**src/rtl/core/checked_number_field_parser_macros.svh**
```systemverilog
// Assertion helpers shared by the checked number field parser.
`ifndef CHECKED_NUMBER_FIELD_PARSER_MACROS_SVH
`define CHECKED_NUMBER_FIELD_PARSER_MACROS_SVH

// Same-cycle implication, checked out of reset.
`define CNFP_ASSERT_IMPL(label, clk, rst_n, ante, cons, msg) \
  label: assert property (@(posedge clk) disable iff (!rst_n) (ante) |-> (cons)) \
    else $error(msg);

// Next-cycle implication, checked out of reset.
`define CNFP_ASSERT_NEXT(label, clk, rst_n, ante, cons, msg) \
  label: assert property (@(posedge clk) disable iff (!rst_n) (ante) |=> (cons)) \
    else $error(msg);

`endif

```
**src/rtl/core/cnfp_pkg.sv**
```systemverilog
package cnfp_pkg;

  localparam int unsigned NUM_W      = 64;
  localparam int unsigned CNT_W      = 8;
  localparam int unsigned VCNT_W     = 4;
  localparam int unsigned CFG_ADDR_W = 5;
  localparam int unsigned REG_IDX_W  = 2;

  // value formats
  localparam logic [1:0] FMT_AMOUNT = 2'd0;
  localparam logic [1:0] FMT_PLAIN  = 2'd1;
  localparam logic [1:0] FMT_VARINT = 2'd2;
  localparam logic [1:0] FMT_UNSUP  = 2'd3;

  // validation modes
  localparam logic [1:0] MODE_NONE    = 2'd0;
  localparam logic [1:0] MODE_LENGTH  = 2'd1;
  localparam logic [1:0] MODE_NUMBER  = 2'd2;
  localparam logic [1:0] MODE_INVALID = 2'd3;

  // register indexes
  localparam logic [REG_IDX_W-1:0] REG_FORMAT = 2'd0;
  localparam logic [REG_IDX_W-1:0] REG_MODE   = 2'd1;
  localparam logic [REG_IDX_W-1:0] REG_LOWER  = 2'd2;
  localparam logic [REG_IDX_W-1:0] REG_UPPER  = 2'd3;

  localparam logic [VCNT_W-1:0] VARINT_MAX_BYTES = 4'd9;
  localparam logic [CNT_W-1:0]  FIXED_LEN        = 8'd8;
  localparam logic [CNT_W-1:0]  CNT_SAT          = 8'd255;
  localparam logic [7:0]        VARINT_PAYLOAD   = 8'h7f;

  typedef struct packed {
    logic [1:0]       fmt;
    logic [1:0]       mode;
    logic [NUM_W-1:0] lower;
    logic [NUM_W-1:0] upper;
  } cfg_t;

  // state of one finished value, handed from accumulator to checker
  typedef struct packed {
    logic [NUM_W-1:0] num;
    logic [CNT_W-1:0] cnt;
    logic             err;
    logic             done;
  } snap_t;

endpackage

```
**src/rtl/core/cnfp_if.sv**
```systemverilog
interface cnfp_byte_if;
  logic       valid;
  logic       ready;
  logic [7:0] data_byte;
  logic       last_byte;

  modport source (output valid, data_byte, last_byte, input ready);
  modport sink   (input valid, data_byte, last_byte, output ready);
endinterface

interface cnfp_result_if;
  logic                        valid;
  logic                        ready;
  logic [cnfp_pkg::NUM_W-1:0]  number_value;
  logic                        invalid_data;

  modport source (output valid, number_value, invalid_data, input ready);
  modport sink   (input valid, number_value, invalid_data, output ready);
endinterface

```
**src/rtl/core/checked_number_field_parser.sv**
```systemverilog
// Path: the last byte of a value loads the snapshot register, and the check
// stage then loads the result word into the output register once it is free.
// Throughput: one byte per cycle; the check stage and output register each
// hold one value, so backpressure stalls input only when both are full.
// Reset: synchronous, active low; clears the value state, pipeline valids and
// all configuration registers.
`include "checked_number_field_parser_macros.svh"

module checked_number_field_parser (
  input  logic                             clk,
  input  logic                             rst_n,
  cnfp_byte_if.sink                        in_if,
  cnfp_result_if.source                    out_if,
  input  logic                             psel,
  input  logic                             penable,
  input  logic                             pwrite,
  input  logic [cnfp_pkg::CFG_ADDR_W-1:0]  paddr,
  input  logic [cnfp_pkg::NUM_W-1:0]       pwdata,
  output logic [cnfp_pkg::NUM_W-1:0]       prdata,
  output logic                             pready
);

  cnfp_pkg::cfg_t   cfg;
  cnfp_pkg::snap_t  snap;
  logic             can_load;
  logic             accept;
  logic             snap_valid;

  // Register file: format, mode and the two 64-bit bounds, one per 8 bytes.
  cnfp_cfg u_cfg (
    .clk     (clk),
    .rst_n   (rst_n),
    .psel    (psel),
    .penable (penable),
    .pwrite  (pwrite),
    .paddr   (paddr),
    .pwdata  (pwdata),
    .prdata  (prdata),
    .pready  (pready),
    .cfg     (cfg)
  );

  // Take a word whenever the check stage can take a snapshot this cycle;
  // non-last words only advance the accumulator but share the same gate.
  assign in_if.ready = can_load;
  assign accept      = in_if.valid && in_if.ready;

  // Accumulate fixed little-endian or LEB128 bytes; hand the finished
  // state over on the last word and drop back to empty.
  cnfp_accum u_accum (
    .clk       (clk),
    .rst_n     (rst_n),
    .accept    (accept),
    .data_byte (in_if.data_byte),
    .last_byte (in_if.last_byte),
    .fmt       (cfg.fmt),
    .snap      (snap)
  );

  // Run the length, range and format checks on the held snapshot and
  // load the result register; zero the number on any failure.
  cnfp_check u_check (
    .clk          (clk),
    .rst_n        (rst_n),
    .load         (accept && in_if.last_byte),
    .snap         (snap),
    .cfg          (cfg),
    .out_ready    (out_if.ready),
    .can_load     (can_load),
    .snap_valid   (snap_valid),
    .out_valid    (out_if.valid),
    .number_value (out_if.number_value),
    .invalid_data (out_if.invalid_data)
  );

  `CNFP_ASSERT_IMPL(a_bad_zero, clk, rst_n, out_if.valid && out_if.invalid_data, out_if.number_value == '0, "failed value carries a nonzero number")
  `CNFP_ASSERT_NEXT(a_last_snap, clk, rst_n, accept && in_if.last_byte, snap_valid, "last word did not reach the check stage")
  `CNFP_ASSERT_IMPL(a_full_stall, clk, rst_n, snap_valid && out_if.valid && !out_if.ready, !in_if.ready, "input open while both stages are full")

endmodule

```
**src/rtl/core/cnfp_cfg.sv**
```systemverilog
module cnfp_cfg (
  input  logic                             clk,
  input  logic                             rst_n,
  input  logic                             psel,
  input  logic                             penable,
  input  logic                             pwrite,
  input  logic [cnfp_pkg::CFG_ADDR_W-1:0]  paddr,
  input  logic [cnfp_pkg::NUM_W-1:0]       pwdata,
  output logic [cnfp_pkg::NUM_W-1:0]       prdata,
  output logic                             pready,
  output cnfp_pkg::cfg_t                   cfg
);

  cnfp_pkg::cfg_t                   cfg_r;
  logic                             wr_en;
  logic [cnfp_pkg::REG_IDX_W-1:0]   idx;

  assign pready = 1'b1;
  assign wr_en  = psel && penable && pwrite;
  assign idx    = paddr[cnfp_pkg::CFG_ADDR_W-1:3];
  assign cfg    = cfg_r;

  always_ff @(posedge clk) begin
    if (!rst_n) begin
      cfg_r <= '0;
    end else if (wr_en) begin
      unique case (idx)
        cnfp_pkg::REG_FORMAT: cfg_r.fmt   <= pwdata[1:0];
        cnfp_pkg::REG_MODE:   cfg_r.mode  <= pwdata[1:0];
        cnfp_pkg::REG_LOWER:  cfg_r.lower <= pwdata;
        cnfp_pkg::REG_UPPER:  cfg_r.upper <= pwdata;
        default: ;
      endcase
    end
  end

  always_comb begin
    unique case (idx)
      cnfp_pkg::REG_FORMAT: prdata = {{(cnfp_pkg::NUM_W-2){1'b0}}, cfg_r.fmt};
      cnfp_pkg::REG_MODE:   prdata = {{(cnfp_pkg::NUM_W-2){1'b0}}, cfg_r.mode};
      cnfp_pkg::REG_LOWER:  prdata = cfg_r.lower;
      cnfp_pkg::REG_UPPER:  prdata = cfg_r.upper;
      default:              prdata = '0;
    endcase
  end

endmodule

```
**src/rtl/core/cnfp_accum.sv**
```systemverilog
module cnfp_accum (
  input  logic                  clk,
  input  logic                  rst_n,
  input  logic                  accept,
  input  logic [7:0]            data_byte,
  input  logic                  last_byte,
  input  logic [1:0]            fmt,
  output cnfp_pkg::snap_t       snap
);

  logic [cnfp_pkg::NUM_W-1:0]   acc_r, acc_nxt;
  logic [cnfp_pkg::CNT_W-1:0]   cnt_r, cnt_nxt;
  logic [cnfp_pkg::VCNT_W-1:0]  vcnt_r, vcnt_nxt;
  logic                         done_r, done_nxt;
  logic                         err_r, err_nxt;
  logic [6:0]                   vshift;
  logic [5:0]                   fshift;

  // 7 * varint byte index, and 8 * fixed byte index
  assign vshift = ({3'b000, vcnt_r} << 3) - {3'b000, vcnt_r};
  assign fshift = {cnt_r[2:0], 3'b000};

  always_comb begin
    acc_nxt  = acc_r;
    vcnt_nxt = vcnt_r;
    done_nxt = done_r;
    err_nxt  = err_r;
    if (fmt == cnfp_pkg::FMT_VARINT) begin
      if (done_r) begin
        err_nxt = 1'b1;
      end else if (!err_r && (vcnt_r < cnfp_pkg::VARINT_MAX_BYTES)) begin
        acc_nxt  = acc_r | ({56'd0, data_byte & cnfp_pkg::VARINT_PAYLOAD} << vshift);
        vcnt_nxt = vcnt_r + 1'b1;
        if (!data_byte[7]) begin
          done_nxt = 1'b1;
        end else if (vcnt_nxt >= cnfp_pkg::VARINT_MAX_BYTES) begin
          err_nxt = 1'b1;
        end
      end
    end else if (cnt_r < cnfp_pkg::FIXED_LEN) begin
      acc_nxt = acc_r | ({56'd0, data_byte} << fshift);
    end
    cnt_nxt = (cnt_r == cnfp_pkg::CNT_SAT) ? cnt_r : cnt_r + 1'b1;
  end

  assign snap.num  = acc_nxt;
  assign snap.cnt  = cnt_nxt;
  assign snap.err  = err_nxt;
  assign snap.done = done_nxt;

  // clear on the last word of a value, else advance
  always_ff @(posedge clk) begin
    if (!rst_n) begin
      acc_r  <= '0;
      cnt_r  <= '0;
      vcnt_r <= '0;
      done_r <= 1'b0;
      err_r  <= 1'b0;
    end else if (accept) begin
      if (last_byte) begin
        acc_r  <= '0;
        cnt_r  <= '0;
        vcnt_r <= '0;
        done_r <= 1'b0;
        err_r  <= 1'b0;
      end else begin
        acc_r  <= acc_nxt;
        cnt_r  <= cnt_nxt;
        vcnt_r <= vcnt_nxt;
        done_r <= done_nxt;
        err_r  <= err_nxt;
      end
    end
  end

endmodule

```
**src/rtl/core/cnfp_check.sv**
```systemverilog
module cnfp_check (
  input  logic                        clk,
  input  logic                        rst_n,
  input  logic                        load,
  input  cnfp_pkg::snap_t             snap,
  input  cnfp_pkg::cfg_t              cfg,
  input  logic                        out_ready,
  output logic                        can_load,
  output logic                        snap_valid,
  output logic                        out_valid,
  output logic [cnfp_pkg::NUM_W-1:0]  number_value,
  output logic                        invalid_data
);

  cnfp_pkg::snap_t              snap_r;
  logic                         snap_valid_r;
  logic                         out_valid_r;
  logic [cnfp_pkg::NUM_W-1:0]   num_r;
  logic                         bad_r;
  logic                         advance;
  logic                         bad;
  logic [cnfp_pkg::NUM_W-1:0]   cnt_ext;

  assign advance  = snap_valid_r && (!out_valid_r || out_ready);
  assign can_load = !snap_valid_r || advance;
  assign cnt_ext  = {{(cnfp_pkg::NUM_W-cnfp_pkg::CNT_W){1'b0}}, snap_r.cnt};

  always_comb begin
    bad = (snap_r.cnt == cnfp_pkg::CNT_SAT);
    case (cfg.mode)
      cnfp_pkg::MODE_NONE:
        if ((cfg.lower != '0) || (cfg.upper != '0)) bad = 1'b1;
      cnfp_pkg::MODE_LENGTH:
        if ((cfg.lower > cnt_ext) || (cfg.upper < cnt_ext)) bad = 1'b1;
      cnfp_pkg::MODE_NUMBER:
        if ((snap_r.num < cfg.lower) || (snap_r.num > cfg.upper)) bad = 1'b1;
      default: bad = 1'b1;
    endcase
    case (cfg.fmt) inside
      cnfp_pkg::FMT_AMOUNT, cnfp_pkg::FMT_PLAIN:
        if (snap_r.cnt != cnfp_pkg::FIXED_LEN) bad = 1'b1;
      cnfp_pkg::FMT_VARINT:
        if (snap_r.err || !snap_r.done || (snap_r.num[cnfp_pkg::NUM_W-1:32] != '0)) bad = 1'b1;
      default: bad = 1'b1;
    endcase
  end

  always_ff @(posedge clk) begin
    if (!rst_n) begin
      snap_valid_r <= 1'b0;
      out_valid_r  <= 1'b0;
    end else begin
      if (load) begin
        snap_valid_r <= 1'b1;
      end else if (advance) begin
        snap_valid_r <= 1'b0;
      end
      if (advance) begin
        out_valid_r <= 1'b1;
      end else if (out_ready) begin
        out_valid_r <= 1'b0;
      end
    end
  end

  always_ff @(posedge clk) begin
    if (load) begin
      snap_r <= snap;
    end
    if (advance) begin
      num_r <= bad ? '0 : snap_r.num;
      bad_r <= bad;
    end
  end

  assign snap_valid   = snap_valid_r;
  assign out_valid    = out_valid_r;
  assign number_value = num_r;
  assign invalid_data = bad_r;

endmodule
```
**src/flat_wrapper.sv**
```systemverilog
// flat-port wrapper written by rule: the top's interface ports become plain ports
module checked_number_field_parser_flat 
  (clk, rst_n, psel, penable, pwrite, paddr, pwdata, prdata, pready, in_if_valid, in_if_data_byte, in_if_last_byte, in_if_ready, out_if_valid, out_if_number_value, out_if_invalid_data, out_if_ready);
  cnfp_byte_if in_if_i ();
  cnfp_result_if out_if_i ();
  input  logic clk;
  input  logic rst_n;
  input  logic psel;
  input  logic penable;
  input  logic pwrite;
  input  logic [cnfp_pkg::CFG_ADDR_W-1:0] paddr;
  input  logic [cnfp_pkg::NUM_W-1:0] pwdata;
  output logic [cnfp_pkg::NUM_W-1:0] prdata;
  output logic pready;
  input wire logic [$bits(in_if_i.valid)-1:0] in_if_valid;
  input wire logic [$bits(in_if_i.data_byte)-1:0] in_if_data_byte;
  input wire logic [$bits(in_if_i.last_byte)-1:0] in_if_last_byte;
  output wire logic [$bits(in_if_i.ready)-1:0] in_if_ready;
  output wire logic [$bits(out_if_i.valid)-1:0] out_if_valid;
  output wire logic [$bits(out_if_i.number_value)-1:0] out_if_number_value;
  output wire logic [$bits(out_if_i.invalid_data)-1:0] out_if_invalid_data;
  input wire logic [$bits(out_if_i.ready)-1:0] out_if_ready;
  assign in_if_i.valid = in_if_valid;
  assign in_if_i.data_byte = in_if_data_byte;
  assign in_if_i.last_byte = in_if_last_byte;
  assign in_if_ready = in_if_i.ready;
  assign out_if_valid = out_if_i.valid;
  assign out_if_number_value = out_if_i.number_value;
  assign out_if_invalid_data = out_if_i.invalid_data;
  assign out_if_i.ready = out_if_ready;
  checked_number_field_parser u_core (.clk(clk), .rst_n(rst_n), .in_if(in_if_i), .out_if(out_if_i), .psel(psel), .penable(penable), .pwrite(pwrite), .paddr(paddr), .pwdata(pwdata), .prdata(prdata), .pready(pready));
endmodule
```
**config.mk**
```make
export PLATFORM = sky130hd
export DESIGN_NAME = checked_number_field_parser_flat
export DESIGN_NICKNAME = d
export VERILOG_FILES = /design/src/rtl/core/cnfp_pkg.sv /design/src/rtl/core/cnfp_if.sv /design/src/rtl/core/checked_number_field_parser.sv /design/src/rtl/core/cnfp_cfg.sv /design/src/rtl/core/cnfp_accum.sv /design/src/rtl/core/cnfp_check.sv /design/src/flat_wrapper.sv
export VERILOG_INCLUDE_DIRS = /design/src /design/src/rtl/core
export SDC_FILE = /design/constraint.sdc
export NUM_CORES = 1
export LEC_CHECK = 0
export BUFFER_PORTS_ARGS = -buffer_cell sky130_fd_sc_hd__buf_2
export CAP_MARGIN = 20
export CORE_AREA = 2 2 200 202
export DETAILED_ROUTE_END_ITERATION = 8
export DIE_AREA = 0 0 202 204
export PLACE_DENSITY = 0.82
export SLEW_MARGIN = 40
export SYNTH_ARGS = -nofsm -noshare
export SYNTH_HDL_FRONTEND = slang
export SYNTH_HIERARCHICAL = 1
export SYNTH_SLANG_ARGS = --single-unit
```
**constraint.sdc**
```tcl
create_clock -name clk -period 3.65 [get_ports clk]
set_clock_uncertainty 0.05 [all_clocks]
set_input_delay 0.365 -clock clk [delete_from_list [all_inputs] [get_ports clk]]
set_output_delay 0.365 -clock clk [all_outputs]
set_load 0.03 [all_outputs]
```
==> metrics.md <==
| Metric | Value |
|---|---|
| Required @ worst endpoint | `3.87 ns` |
| Post-CTS sizing | `0` |
| FF-to-FF Start | `u_core/u_check/snap_r[72]$_DFFE_PP_` |
| Crit path to | `u_core/u_check/number_value[2]$_SDFFCE_PP0P_` |
| Setup-failing EPs final | `0` |
| 1st-iter DRT viols | `2055` |
| Vias in the first global route | `16600` |
| Final hold violations | `0` |
| Fin cells | `2781` |
| Die outline width | `202 µm` |
| Status | `finished clean` |
| Post-layout nets | `2462` |
| Routed wire length | `64000 µm` |
| CTS tree | `yes` |
| Post-route ant nets | `0` |
| Setup Crit Path Kind | `flip-flop to flip-flop` |
| Largest net degree at the start of global routing | `214` |
| Final Cycle Share | `90.9%` |
| Number of synthesized register bits | `351` |
| Predominant post-synthesis flop cell | `dfxtp_1` |
| Die H | `204 µm` |
| Drt pass-1 iters | `6` |
| RSZ-0062 raised after global routing | `no` |
| R2R depth | `9` |
| Ys Warns | `6` |
| Slew headroom | `44.6%` |
| CTS clk-pin slew, worst paths | `0.06 ns` |
| DP Wirelength | `46500 µm` |
| CTS Buf Count | `39` |
| Async set-reset flop share out of synthesis | `0%` |
| Via-to-Cell Ratio | `6.24` |
| GRT overflow | `0` |
| # DRC | `0` |
| CTS H-tree depth | `2` |
| IO buf count | `212` |
| Initial Util | `53.0%` |
| Layout cells sized above 1 | `19.2%` |
| Routed len/inst | `23.0 µm` |
| Netlist cell types | `85` |
| Setup TNS | `0 ns` |
| Synth-to-Final Area Change | `13.4%` |
| Data arrival, critical path | `3.54 ns` |
| Clock Sinks | `351` |
| HP Class | `input port to flip-flop` |
| Cells after Synth | `2057` |
| Setup bufs post-CTS | `0` |
| Worst-skew pair later-pin latency | `0.55 ns` |
| Critical Path Source | `u_core/u_check/snap_r[72]$_DFFE_PP_` |
| Routability congestion estimate | `0.990` |
| Post-CTS Hold Buffers | `0` |
| Clk buf depth | `3` |
| Synth Cell Area | `20800 µm²` |
| Core area | `39200 µm²` |
| Final Critical Period | `3.32 ns` |
| Num rows | `73` |
| Mapped Nets | `2292` |
| Slew @ Worst Pin | `0.826 ns` |
| Gr usage total | `30.2%` |
| Cells after DPL | `2710` |
| Crit. End Element | `flip-flop` |
| Post-synthesis sequential area ratio | `40.6%` |
| Post-synth EDFFs | `139` |
| Via count | `17400` |
| Die ar. | `41200 µm²` |
| Max Cap Violations | `0` |
| Initial antenna violation count | `0` |
| Root Driver | `clkbuf_16` |
| Total power per unit cell area | `385 nW/µm²` |
| RR Endpoint | `u_core/u_check/number_value[2]$_SDFFCE_PP0P_` |
| I/O Pins | `217` |
| Kind of start point of the critical path | `flip-flop` |
| Max Slew Vio Count | `0` |
| FF-to-FF setup slack | `0.33 ns` |
| Avg Inst Size Synth | `10.1 µm²` |
| Max frequency | `0.301 GHz` |
| P_leak | `9.45 nW` |
| CP Max Fanout | `17` |
| Max VDD drop | `0.324 mV` |
| First-pass GRT wire length | `96800 µm` |
-- cell usage in the layout (no fill, tap or decap), types with 37 or more instances in the layout --
master / n
nor2_1: 37
a221o_1: 39
nor4_1: 52
inv_1: 150
a21oi_1: 71
edfxtp_1: 139
ha_1: 150
nand2_1: 255
nand3_1: 37
nor2b_1: 82
dfxtp_1: 212
buf_4: 47
clkbuf_16: 41
nor4b_2: 50
buf_2: 210
o21ai_0: 78
mux2i_1: 204
-- how the worst min path moves through the flow --
stage                                         startpoint                                    to  slack (ns)  cells past startpoint
floorplan           u_core/u_accum/acc_r[4]$_SDFFE_PN0P_  u_core/u_accum/acc_r[4]$_SDFFE_PN0P_        0.37                      2
global placement    u_core/u_accum/acc_r[4]$_SDFFE_PN0P_  u_core/u_accum/acc_r[4]$_SDFFE_PN0P_        0.37                      2
detailed placement  u_core/u_accum/acc_r[5]$_SDFFE_PN0P_  u_core/u_accum/acc_r[5]$_SDFFE_PN0P_        0.38                      2
CTS                                           pwdata[24]     u_core/u_cfg/cfg[24]$_SDFFE_PN0P_        0.03                      3
global route                                  pwdata[24]     u_core/u_cfg/cfg[24]$_SDFFE_PN0P_        0.04                      3
finish                                        pwdata[31]     u_core/u_cfg/cfg[95]$_SDFFE_PN0P_        0.04                      3
-- report_power, final --
part | internal (W) | leakage, nW | switching [W]
Sequential | 0.00414 | 3.06 | 0.0000928
Clock | 0.00245 | 0.643 | 0.00163
Combinational | 0.000280 | 5.75 | 0.000471
Total | 0.00687 | 9.45 | 0.00219
-- metrics by stage --
step / util, % / hold WS (ns) / worst slack, ns / power, W / cell area [µm²]
after detailed placement: 56.6 / 0.384 / 0.410 / 0.00504 / 22200
after CTS: 60.0 / 0.0265 / 0.381 / 0.00909 / 23500
after floorplan: - / 0.366 / 0.445 / 0.00477 / 20800
after global placement: 56.6 / 0.375 / 0.470 / 0.00502 / 22200
final: 60.1 / 0.0416 / 0.331 / 0.00906 / 23500
after global routing: 60.1 / 0.0419 / 0.227 / 0.00932 / 23500
-- per-layer routing --
metal  vias to the layer above  part of all wire [%]  GRT usage (%)
met5                         -                     0              0
li1                       7944                     -              -
met3                       153                   8.4           4.34
met4                         0                   4.7           14.1
met2                       910                    46           48.7
met1                      8345                    41           40.3
-- synth_stat cells, types with 18 or more instances --
cell type	n	area share [%]
a211oi_1	19	0.69
a21oi_1	71	1.7
a221o_1	39	1.9
a32oi_1	22	0.93
buf_2	30	0.72
buf_4	18	0.65
buf_6	18	0.98
clkbuf_1	64	1.2
dfxtp_1	212	20
edfxtp_1	139	20
ha_1	150	9.0
inv_1	150	2.7
mux2i_1	204	9.8
nand2_1	255	4.6
nand3_1	38	0.92
nand4_1	33	0.99
nor2_1	37	0.67
nor2b_1	83	2.5
nor3_1	21	0.51
nor4_1	52	1.6
nor4b_2	50	3.6
o211a_1	21	1.0
o21ai_0	78	1.9
-- worst max-delay path: stages, from the launching register on --
cell and delay (ns):
edfxtp_1 0.46, ha_1 0.36, nand4_1 0.21, and4bb_2 0.44, nand3_1 0.12, nor3_1 0.36, nor3_1 0.17, a211oi_4 0.43
buf_4 0.34, nor4b_1 0.09
-- registers in the layout, indices dropped and copies added, names as in the netlist --
| signal | flops |
|---|---|
| u_core/u_check/number_value | 64 |
| u_core/u_check/out_valid | 1 |
| u_core/u_check/snap_r | 66 |
| u_core/u_accum/done_r | 1 |
| u_core/u_accum/cnt_r | 8 |
| u_core/u_accum/acc_r | 64 |
| u_core/u_cfg/cfg | 132 |
| u_core/u_check/cnt_ext | 8 |
| u_core/u_check/invalid_data | 1 |
| u_core/u_accum/vcnt_r | 4 |
| u_core/u_accum/err_r | 1 |
| u_core/u_check/snap_valid | 1 |
-- layout make-up --
cell class	instances	area (µm²)
fillers	3171	15600
multi-input cells	1418	11000
flip-flops and latches	351	8420
repair buffers	267	1590
clock buffers	54	1120
well taps	525	657
inverters	150	563
clock inverters	15	200
diodes	1	2.50
-- logic make-up after synthesis --
group	Yosys count	share of synthesized area (%)
AO/OA/AOI/OAI	387	13.7
XOR/XNOR	10	0.458
multiplexers	215	10.9
flip-flops	351	40.6
other	1	0.0181
AND/OR/NAND/NOR	655	18.5
buffers and inverters	288	6.87
adder cells (fa/ha/maj)	150	9.04
Power figures use the tool's default switching activity.
